[config.mk]
export PLATFORM = sky130hd
export DESIGN_NAME = rgb_led_bit_slot_encoder_top
export DESIGN_NICKNAME = d
export VERILOG_FILES = /design/src/rtl/rgbled_pkg.sv /design/src/rtl/rgbled_cfg_regs.sv /design/src/rtl/rgbled_slot_gen.sv /design/src/rtl/rgbled_out_reg.sv /design/src/rtl/rgb_led_bit_slot_encoder_top.sv
export SDC_FILE = /design/constraint.sdc
export NUM_CORES = 1
export LEC_CHECK = 0
export ABC_AREA = 1
export BUFFER_PORTS_ARGS = -buffer_cell sky130_fd_sc_hd__buf_2
export CAP_MARGIN = 5
export CORE_AREA = 2 2 116 118
export CTS_CLUSTER_SIZE = 28
export DETAILED_ROUTE_END_ITERATION = 6
export DIE_AREA = 0 0 118 120
export PLACE_DENSITY = 0.61
export SLEW_MARGIN = 10
export SYNTH_ARGS = -nofsm -noshare
export SYNTH_HDL_FRONTEND = slang
export SYNTH_SLANG_ARGS = --single-unit
[constraint.sdc]
create_clock -name clk -period 3.6 [get_ports clk]
set_input_delay 0.18 -clock clk [delete_from_list [all_inputs] [get_ports clk]]
set_output_delay 0.18 -clock clk [all_outputs]
set_load 0.02 [all_outputs]
[src/rtl/rgbled_pkg.sv]
package rgbled_pkg;

  // Frame layout: every LED gets green, red, blue, eight bits each, MSB first.
  localparam int BITS_PER_COLOR  = 8;
  localparam int COLORS_PER_LED  = 3;
  localparam int SLOTS_PER_LED   = BITS_PER_COLOR * COLORS_PER_LED;
  localparam int BIT_IDX_W       = $clog2(BITS_PER_COLOR);

  localparam logic [BIT_IDX_W-1:0] BIT_IDX_LAST = BIT_IDX_W'(BITS_PER_COLOR - 1);

  localparam logic [1:0] COLOR_GREEN = 2'd0;
  localparam logic [1:0] COLOR_RED   = 2'd1;
  localparam logic [1:0] COLOR_BLUE  = 2'd2;

  // Field widths
  localparam int COLOR_W   = 8;
  localparam int DUTY_W    = 10;
  localparam int LEDS_W    = 7;
  localparam int FLEN_W    = 12;

  // Duty values are cut to DUTY_BITS and then to the output field.
  localparam int DUTY_BITS = 10;
  localparam logic [DUTY_W-1:0] DUTY_MASK =
    (DUTY_BITS >= DUTY_W) ? {DUTY_W{1'b1}} : DUTY_W'((1 << DUTY_BITS) - 1);

  // Opcodes
  localparam logic OP_SET_COLOR = 1'b0;
  localparam logic OP_SLOT      = 1'b1;

  // Configuration port
  localparam int CFG_IDX_W  = 3;
  localparam int CFG_DATA_W = 12;

  localparam logic [CFG_IDX_W-1:0] REG_ENABLE       = 3'd0;
  localparam logic [CFG_IDX_W-1:0] REG_ZERO_DUTY    = 3'd1;
  localparam logic [CFG_IDX_W-1:0] REG_ONE_DUTY     = 3'd2;
  localparam logic [CFG_IDX_W-1:0] REG_LED_TOTAL    = 3'd3;
  localparam logic [CFG_IDX_W-1:0] REG_FRAME_LENGTH = 3'd4;

  // Register reset values
  localparam logic [LEDS_W-1:0] LED_TOTAL_RST    = 7'd1;
  localparam logic [FLEN_W-1:0] FRAME_LENGTH_RST = 12'd24;
  localparam logic [COLOR_W-1:0] COLOR_RST       = 8'hFF;

  // Parameter defaults
  localparam int MAX_LEDS_DEF  = 64;
  localparam int MAX_SLOTS_DEF = 2048;

  typedef struct packed {
    logic              enable;
    logic [DUTY_W-1:0] zero_bit_duty;
    logic [DUTY_W-1:0] one_bit_duty;
    logic [LEDS_W-1:0] led_total;
    logic [FLEN_W-1:0] frame_length;
  } cfg_t;

  typedef struct packed {
    logic [DUTY_W-1:0] duty;
    logic              slot_valid;
    logic              last_slot;
    logic              frame_started;
  } res_t;

endpackage

[src/rtl/rgbled_cfg_regs.sv]
module rgbled_cfg_regs (
  input  logic                               clk,
  input  logic                               rst_n,
  input  logic                               cfg_wr_en,
  input  logic [rgbled_pkg::CFG_IDX_W-1:0]   cfg_index,
  input  logic [rgbled_pkg::CFG_DATA_W-1:0]  cfg_wdata,
  output rgbled_pkg::cfg_t                   cfg
);

  rgbled_pkg::cfg_t cfg_r;
  rgbled_pkg::cfg_t cfg_nxt;

  always_comb begin
    cfg_nxt = cfg_r;
    if (cfg_wr_en) begin
      unique case (cfg_index)
        rgbled_pkg::REG_ENABLE:       cfg_nxt.enable        = cfg_wdata[0];
        rgbled_pkg::REG_ZERO_DUTY:    cfg_nxt.zero_bit_duty = cfg_wdata[rgbled_pkg::DUTY_W-1:0];
        rgbled_pkg::REG_ONE_DUTY:     cfg_nxt.one_bit_duty  = cfg_wdata[rgbled_pkg::DUTY_W-1:0];
        rgbled_pkg::REG_LED_TOTAL:    cfg_nxt.led_total     = cfg_wdata[rgbled_pkg::LEDS_W-1:0];
        rgbled_pkg::REG_FRAME_LENGTH: cfg_nxt.frame_length  = cfg_wdata[rgbled_pkg::FLEN_W-1:0];
        default: ;
      endcase
    end
  end

  always_ff @(posedge clk) begin
    if (!rst_n) begin
      cfg_r.enable        <= 1'b0;
      cfg_r.zero_bit_duty <= '0;
      cfg_r.one_bit_duty  <= '0;
      cfg_r.led_total     <= rgbled_pkg::LED_TOTAL_RST;
      cfg_r.frame_length  <= rgbled_pkg::FRAME_LENGTH_RST;
    end else begin
      cfg_r <= cfg_nxt;
    end
  end

  assign cfg = cfg_r;

endmodule

[src/rtl/rgbled_slot_gen.sv]
module rgbled_slot_gen #(
  parameter int MAX_LEDS  = rgbled_pkg::MAX_LEDS_DEF,
  parameter int MAX_SLOTS = rgbled_pkg::MAX_SLOTS_DEF
) (
  input  logic                              clk,
  input  logic                              rst_n,
  input  logic                              item_acc,
  input  logic                              opcode,
  input  logic [rgbled_pkg::COLOR_W-1:0]    red,
  input  logic [rgbled_pkg::COLOR_W-1:0]    green,
  input  logic [rgbled_pkg::COLOR_W-1:0]    blue,
  input  rgbled_pkg::cfg_t                  cfg,
  output rgbled_pkg::res_t                  res
);

  localparam int POS_W   = $clog2(MAX_SLOTS);
  localparam int LEN_W   = (POS_W + 1 > rgbled_pkg::FLEN_W) ? POS_W + 1 : rgbled_pkg::FLEN_W;
  localparam int LIDX_W  = $clog2((MAX_SLOTS - 1) / rgbled_pkg::SLOTS_PER_LED + 2);
  localparam int NLED_W  = $clog2(MAX_LEDS + 1);
  localparam int LC_A    = (LIDX_W > NLED_W) ? LIDX_W : NLED_W;
  localparam int LC_W    = (LC_A > rgbled_pkg::LEDS_W) ? LC_A : rgbled_pkg::LEDS_W;

  logic [rgbled_pkg::COLOR_W-1:0]   red_r, green_r, blue_r;
  logic [rgbled_pkg::COLOR_W-1:0]   red_nxt, green_nxt, blue_nxt;
  logic                             busy_r, busy_nxt;
  logic [POS_W-1:0]                 pos_r, pos_nxt;
  logic [rgbled_pkg::BIT_IDX_W-1:0] bit_r, bit_nxt;
  logic [1:0]                       color_r, color_nxt;
  logic [LIDX_W-1:0]                led_r, led_nxt;

  logic [LEN_W-1:0]                 eff_len;
  logic [LC_W-1:0]                  eff_leds;
  logic                             in_data;
  logic [rgbled_pkg::COLOR_W-1:0]   cur_val;
  logic                             data_bit;
  logic [rgbled_pkg::DUTY_W-1:0]    slot_duty;
  logic                             is_last;
  logic                             new_color;

  always_comb begin
    eff_len = (LEN_W'(cfg.frame_length) > LEN_W'(MAX_SLOTS)) ?
              LEN_W'(MAX_SLOTS) : LEN_W'(cfg.frame_length);
    eff_leds = (LC_W'(cfg.led_total) > LC_W'(MAX_LEDS)) ?
               LC_W'(MAX_LEDS) : LC_W'(cfg.led_total);
    in_data = LC_W'(led_r) < eff_leds;

    case (color_r)
      rgbled_pkg::COLOR_GREEN: cur_val = green_r;
      rgbled_pkg::COLOR_RED:   cur_val = red_r;
      default:                 cur_val = blue_r;
    endcase
    data_bit  = cur_val[rgbled_pkg::BIT_IDX_LAST - bit_r];
    slot_duty = in_data ?
                ((data_bit ? cfg.one_bit_duty : cfg.zero_bit_duty) & rgbled_pkg::DUTY_MASK) :
                '0;
    is_last   = (LEN_W'(pos_r) + LEN_W'(1)) >= eff_len;
    new_color = cfg.enable &&
                !(red == red_r && green == green_r && blue == blue_r);
  end

  // Result for the item at the input
  always_comb begin
    res = '0;
    if (opcode == rgbled_pkg::OP_SET_COLOR) begin
      res.frame_started = new_color;
    end else if (busy_r) begin
      res.duty       = slot_duty;
      res.slot_valid = 1'b1;
      res.last_slot  = is_last;
    end
  end

  // Frame state
  always_comb begin
    red_nxt   = red_r;
    green_nxt = green_r;
    blue_nxt  = blue_r;
    busy_nxt  = busy_r;
    pos_nxt   = pos_r;
    bit_nxt   = bit_r;
    color_nxt = color_r;
    led_nxt   = led_r;
    if (item_acc) begin
      if (opcode == rgbled_pkg::OP_SET_COLOR) begin
        if (new_color) begin
          red_nxt   = red;
          green_nxt = green;
          blue_nxt  = blue;
          busy_nxt  = cfg.frame_length != '0;
          pos_nxt   = '0;
          bit_nxt   = '0;
          color_nxt = rgbled_pkg::COLOR_GREEN;
          led_nxt   = '0;
        end
      end else if (busy_r) begin
        if (is_last) begin
          busy_nxt  = 1'b0;
          pos_nxt   = '0;
          bit_nxt   = '0;
          color_nxt = rgbled_pkg::COLOR_GREEN;
          led_nxt   = '0;
        end else begin
          pos_nxt = pos_r + POS_W'(1);
          if (bit_r == rgbled_pkg::BIT_IDX_LAST) begin
            bit_nxt = '0;
            if (color_r == rgbled_pkg::COLOR_BLUE) begin
              color_nxt = rgbled_pkg::COLOR_GREEN;
              led_nxt   = led_r + LIDX_W'(1);
            end else begin
              color_nxt = color_r + 2'd1;
            end
          end else begin
            bit_nxt = bit_r + rgbled_pkg::BIT_IDX_W'(1);
          end
        end
      end
    end
  end

  always_ff @(posedge clk) begin
    if (!rst_n) begin
      red_r   <= rgbled_pkg::COLOR_RST;
      green_r <= rgbled_pkg::COLOR_RST;
      blue_r  <= rgbled_pkg::COLOR_RST;
      busy_r  <= 1'b0;
      pos_r   <= '0;
      bit_r   <= '0;
      color_r <= rgbled_pkg::COLOR_GREEN;
      led_r   <= '0;
    end else begin
      red_r   <= red_nxt;
      green_r <= green_nxt;
      blue_r  <= blue_nxt;
      busy_r  <= busy_nxt;
      pos_r   <= pos_nxt;
      bit_r   <= bit_nxt;
      color_r <= color_nxt;
      led_r   <= led_nxt;
    end
  end

endmodule

[src/rtl/rgbled_out_reg.sv]
module rgbled_out_reg (
  input  logic             clk,
  input  logic             rst_n,
  input  logic             in_valid,
  output logic             in_stall,
  input  rgbled_pkg::res_t res_in,
  output logic             out_valid,
  input  logic             out_stall,
  output rgbled_pkg::res_t res_out
);

  logic             valid_r;
  rgbled_pkg::res_t res_r;

  // Stall upstream only while a held result is blocked.
  assign in_stall = valid_r && out_stall;

  always_ff @(posedge clk) begin
    if (!rst_n) begin
      valid_r <= 1'b0;
    end else if (!in_stall) begin
      valid_r <= in_valid;
    end
  end

  always_ff @(posedge clk) begin
    if (in_valid && !in_stall) begin
      res_r <= res_in;
    end
  end

  assign out_valid = valid_r;
  assign res_out   = res_r;

endmodule

[src/rtl/rgb_led_bit_slot_encoder_top.sv]
// Serial RGB LED bit-slot encoder.
// Input channel (in_valid / in_stall): opcode 0 sets a color (in_red, in_green,
// in_blue); when enabled and different from the stored color, the color is kept
// and a new frame starts at slot zero, dropping any frame in progress.
// Opcode 1 requests the next slot and returns its PWM compare value: one_bit_duty
// or zero_bit_duty per data bit, green/red/blue MSB first for every LED, then
// zero-duty latch slots up to frame_length; no slot while no frame runs.
// Result channel (out_valid / out_stall): exactly one result per input transfer.
// The result of a transfer is registered and shown the cycle after it.
// One item per cycle unless in_stall; the frame state updates in the same cycle
// the item is taken, so a slot request may directly follow a color change.
// When the receiver stalls, the result register holds and in_stall rises only
// while a held result is blocked; the input side keeps moving otherwise.
// Configuration (cfg_wr_en / cfg_index / cfg_wdata) writes one register per
// cycle and should be written while the block is idle.
// Reset (rst_n, synchronous): no result pending, stored color white (all 255),
// no frame running, enable off, duties 0, led_total 1, frame_length 24.
module rgb_led_bit_slot_encoder_top #(
  parameter int MAX_LEDS  = rgbled_pkg::MAX_LEDS_DEF,
  parameter int MAX_SLOTS = rgbled_pkg::MAX_SLOTS_DEF
) (
  input  logic                              clk,
  input  logic                              rst_n,
  // input channel
  input  logic                              in_valid,
  output logic                              in_stall,
  input  logic                              in_opcode,
  input  logic [rgbled_pkg::COLOR_W-1:0]    in_red,
  input  logic [rgbled_pkg::COLOR_W-1:0]    in_green,
  input  logic [rgbled_pkg::COLOR_W-1:0]    in_blue,
  // result channel
  output logic                              out_valid,
  input  logic                              out_stall,
  output logic [rgbled_pkg::DUTY_W-1:0]     out_duty,
  output logic                              out_slot_valid,
  output logic                              out_last_slot,
  output logic                              out_frame_started,
  // configuration
  input  logic                              cfg_wr_en,
  input  logic [rgbled_pkg::CFG_IDX_W-1:0]  cfg_index,
  input  logic [rgbled_pkg::CFG_DATA_W-1:0] cfg_wdata
);

  rgbled_pkg::cfg_t cfg;
  rgbled_pkg::res_t res;
  rgbled_pkg::res_t res_q;
  logic             item_acc;

  // An input transfer advances the frame state in the same cycle.
  assign item_acc = in_valid && !in_stall;

  rgbled_cfg_regs u_cfg (
    .clk       (clk),
    .rst_n     (rst_n),
    .cfg_wr_en (cfg_wr_en),
    .cfg_index (cfg_index),
    .cfg_wdata (cfg_wdata),
    .cfg       (cfg)
  );

  rgbled_slot_gen #(
    .MAX_LEDS  (MAX_LEDS),
    .MAX_SLOTS (MAX_SLOTS)
  ) u_slot (
    .clk      (clk),
    .rst_n    (rst_n),
    .item_acc (item_acc),
    .opcode   (in_opcode),
    .red      (in_red),
    .green    (in_green),
    .blue     (in_blue),
    .cfg      (cfg),
    .res      (res)
  );

  // Result register parts the two channels.
  rgbled_out_reg u_out (
    .clk       (clk),
    .rst_n     (rst_n),
    .in_valid  (in_valid),
    .in_stall  (in_stall),
    .res_in    (res),
    .out_valid (out_valid),
    .out_stall (out_stall),
    .res_out   (res_q)
  );

  assign out_duty          = res_q.duty;
  assign out_slot_valid    = res_q.slot_valid;
  assign out_last_slot     = res_q.last_slot;
  assign out_frame_started = res_q.frame_started;

  // Every input transfer leaves a result waiting in the next cycle.
  a_acc_gives_result: assert property (@(posedge clk) disable iff (!rst_n)
    item_acc |=> out_valid)
    else $error("input transfer produced no result");

  // A result is either a slot or a frame start, never both.
  a_kind_exclusive: assert property (@(posedge clk) disable iff (!rst_n)
    out_valid |-> !(out_slot_valid && out_frame_started))
    else $error("slot and frame start in one result");

  // The last-slot flag only comes with an emitted slot.
  a_last_is_slot: assert property (@(posedge clk) disable iff (!rst_n)
    (out_valid && out_last_slot) |-> out_slot_valid)
    else $error("last_slot without slot_valid");

  // Non-slot results carry zero duty.
  a_idle_duty_zero: assert property (@(posedge clk) disable iff (!rst_n)
    (out_valid && !out_slot_valid) |-> (out_duty == '0))
    else $error("nonzero duty outside a slot");

endmodule
==> impl_results.md <==
* Fraction of power spent switching nets at 0.278
* Final Wtd Congestion at 0.832
* Max-cap violation count at 0
* Internal Dissipation at 0.00176 W
* Worst Path Buf+Inv at 3
* Most instantiated library cell after synthesis: nand2_1
* Placed cell areas at 0.00604 mm²
* Antenna Violating Nets Remaining at 0
* Crit path largest cell delay at 0.41 ns
* Peak Freq at 0.317 GHz
* Count of final setup violators at 0
* Tightest Hold Check Type: in2reg
* Status: complete, no violations
* Flop-to-flop setup slack at 0.44 ns
* Antenna diodes at 0
* Count of pins on the block boundary at 60
* RR Endpoint: u_slot.pos_r[4]
* Yosys Warn Count at 0
* Number of design-rule violations left by the first detailed-router iteration at 323
* Cell area power density at 384 mW/mm²
* Number of cell instances on the worst register-to-register path at 20
* Initial antenna violation count at 0
* Largest delay share family, worst path: simple AND/OR/NAND/NOR gates
* Yosys reg bits at 102
* Most instantiated cells after synthesis: nand2_1 (223), nor2_1 (125), inv_1 (94)
* Critical path peak fanout at 7
* Worst VDD drop at 0.000202 V
* Resize count post-CTS at 0
* Final period utilization at 0.877
* First-pass GRT wire length at 23.1 mm
* Area added between synthesis and finish at 12.3%
* Number of global-route vias before repair at 4,766
* Fraction of power consumed by sequential logic at 0.494
* Remaining routing DRC violations at 0
* Die width at 118 µm
* Portion of synthesized cell area occupied by the leading cell type at 0.315
* Core area at 0.0130 mm²
* Htree depth at 3
* Quantity of I/O buffers inserted on ports at 59
* Via count normalized by instance count at 4.87
* Clock-pin slew on the worst setup and hold paths at 0.07 ns
* Fin. max-slew vios at 0
* Cell taking the most area after synthesis: dfxtp_1
* Final Hold Viols at 0
* Filler instances at 1,345
* Grt ovf at 0
* Wire length reported by the detailed router at 13.8 mm
* Global-route usage over all layers at 0.203
* EDFF count, synth at 13
* Cells taking the most area after synthesis: dfxtp_1 (31%), nand2_1 (15%), nor2_1 (8.3%)
* Fraction of layout instances using a drive strength above 1 at 0.131
* Total negative setup slack at 0 ns
* Most frequent cell on the critical path: nand2_1
* Setup repair after global routing missed its margin: false
* Relative slew slack at 0.376
* Clock period minus final worst setup slack at 3.16 ns
* Maximum number of pins on one net before global-route repair at 50
* Post-route clock skew at 0.00723 ns
* Crit path cell chain: ha_1 -> nand3_1 -> nor2_1 -> nand2_1 -> nor3_1 -> nand2_1 -> xor2_1 -> inv_1 -> ha_1 -> nand2_1 -> nor2_2 -> nand2_1 -> nor2_1 -> nand2_1 -> nand2_1 -> nor2_4 -> buf_4 -> buf_4 -> a22oi_1 -> nor2_1
* Net count after synthesis at 895
* Clock latency at the later pin of the worst-skew pair at 0.35 ns
* Least-Margin Pin Slew at 0.934 ns
* Endpoint of the worst hold-timing path: u_slot.green_r[6]
* NetSw at 0.000681 W
* Fraction of registers with async set/reset at 0
* Count of cells along the worst hold path at 3
* Num CTS Buffers at 9
* Sequential-to-total area share from yosys stat at 0.384
* Category of the critical setup timing path: reg2reg
* Number of unique standard cell types used by synthesis at 36
* Data arrival time of the critical path at 3.40 ns
* Root buffer selected by CTS: clkbuf_16
* Required time of the critical path at 3.84 ns
* Synthesized area per cell at 6.84 µm²
* Clock network fraction of design power at 0.385
* Routed len/inst at 13.0 µm
* Cell with the biggest individual delay on the critical path: dfxtp_1
* Post-Syn Instances at 828
* Kind of start point of the critical path: register
* Leakage component of the power at 3.13 nW
* Hold_sp: in_green[6]
* Die area at 0.0142 mm²
* Chip Height at 120 µm
* First-pass DRT Iterations at 5
* Detailed Place HPWL at 9.94 mm
* Post-synthesis instance area at 0.00566 mm²
* Net count of the finished layout at 945
* Clock sinks at 102
* CTS tree: built
* Maximum root-to-sink buffer count at 2
* Crit. End Element: register
* Count of vias placed by the detailed router at 5,161
* Final Cell Area at 0.00636 mm²
* Startpoint of the worst-slack reg-to-reg timing path: u_slot.pos_r[0]
* Most used DFF post-synth: dfxtp_1
* Row cnt at 42
* Combinational group share of total power at 0.120
* Starting utilization of the core area at 0.436
state kept, by name, indices dropped and copies added (netlist names):
name             count
u_out.res_out       13
u_cfg.cfg           40
u_slot.busy_r        1
u_out.out_valid      1
u_slot.color_r       2
u_slot.red_r         8
u_slot.pos_r        11
u_slot.blue_r        8
u_slot.bit_r         3
u_slot.green_r       8
u_slot.led_r         7
power groups by stage:
stage | combinational (W) | clock (W) | sequential, W
finish | 0.000294 | 0.000942 | 0.00121
global route | 0.000337 | 0.00100 | 0.00121
CTS | 0.000288 | 0.000958 | 0.00121
detailed placement | 0.000287 | 0 | 0.00123
global placement | 0.000286 | 0 | 0.00123
floorplan | 0.000188 | 0 | 0.00124
worst max path at each step:
stage                            end             from  slack, ns  cells past startpoint
detailed placement  u_slot.pos_r[10]  u_slot.pos_r[0]       0.35                     20
finish               u_slot.pos_r[4]  u_slot.pos_r[0]       0.44                     20
global route         u_slot.pos_r[2]  u_slot.pos_r[0]       0.09                     20
floorplan            u_slot.led_r[5]  u_slot.pos_r[0]       0.90                     22
global placement     u_slot.pos_r[6]  u_slot.pos_r[0]       0.46                     20
CTS                 u_slot.pos_r[10]  u_slot.pos_r[0]       0.31                     20
stage by stage:
step | power, W | std cells | setup WS, ns | hold WS [ns] | utilization
finish | 0.00244 | 1059 | 0.442 | 0.0705 | 0.490
global route | 0.00255 | 1059 | 0.0921 | 0.0852 | 0.490
CTS | 0.00245 | 1055 | 0.313 | 0.0624 | 0.487
detailed placement | 0.00152 | 1039 | 0.351 | 0.430 | 0.466
global placement | 0.00152 | 1039 | 0.464 | 0.427 | 0.466
floorplan | 0.00143 | 828 | 0.900 | 0.293 | -
worst min-delay path, cell delays in order:
cell      delay (ns)
buf_2           0.09
nand2_1         0.05
o211ai_1        0.06
per-layer routing:
layer  wire length [µm]  GRT usage  vias to the layer above
li1                   -          -                     2743
met1               6700      0.269                     2292
met2               6190      0.328                      106
met3                485     0.0285                       20
met4                389     0.0941                        0
met5                  0          0                        -
cells by family (layout without fill, tap and decap cells):
kind of cell | after synthesis | in the layout | synth area share
fa+ha+maj | 22 | 22 | 0.0486
flops | 102 | 102 | 0.384
compound gates | 122 | 122 | 0.125
buf+inv | 140 | 195 | 0.103
xor+xnor | 13 | 13 | 0.0201
simple gates | 429 | 429 | 0.319
placed cells by master (no fill, tap or decap), types with 22 or more instances in the layout:
cell,netlist,routed
nor2_1,125,124
o211ai_1,31,31
nand3_1,48,48
buf_2,5,59
o21ai_0,40,40
a21oi_1,42,42
nand2_1,223,223
ha_1,22,22
dfxtp_1,89,89
inv_1,94,94
what timing repair did:
| action | CTS | global route |
|---|---|---|
| setup buffers | 0 | 4 |
| endpoints found under the setup margin | 0 | 10 |
| hold buffers | 0 | 0 |
layout make-up:
cell class	count	area [µm²]	share of cell area
Tap cell	176	220	0.0346
Multi-Input combinational cell	586	2910	0.457
Clock buffer	9	225	0.0354
Inverter	112	422	0.0663
Timing Repair Buffer	67	355	0.0559
Sequential cell	102	2170	0.342
Clock inverter	7	56.3	0.00886
Note: power is estimated with default switching activity, not from simulation.
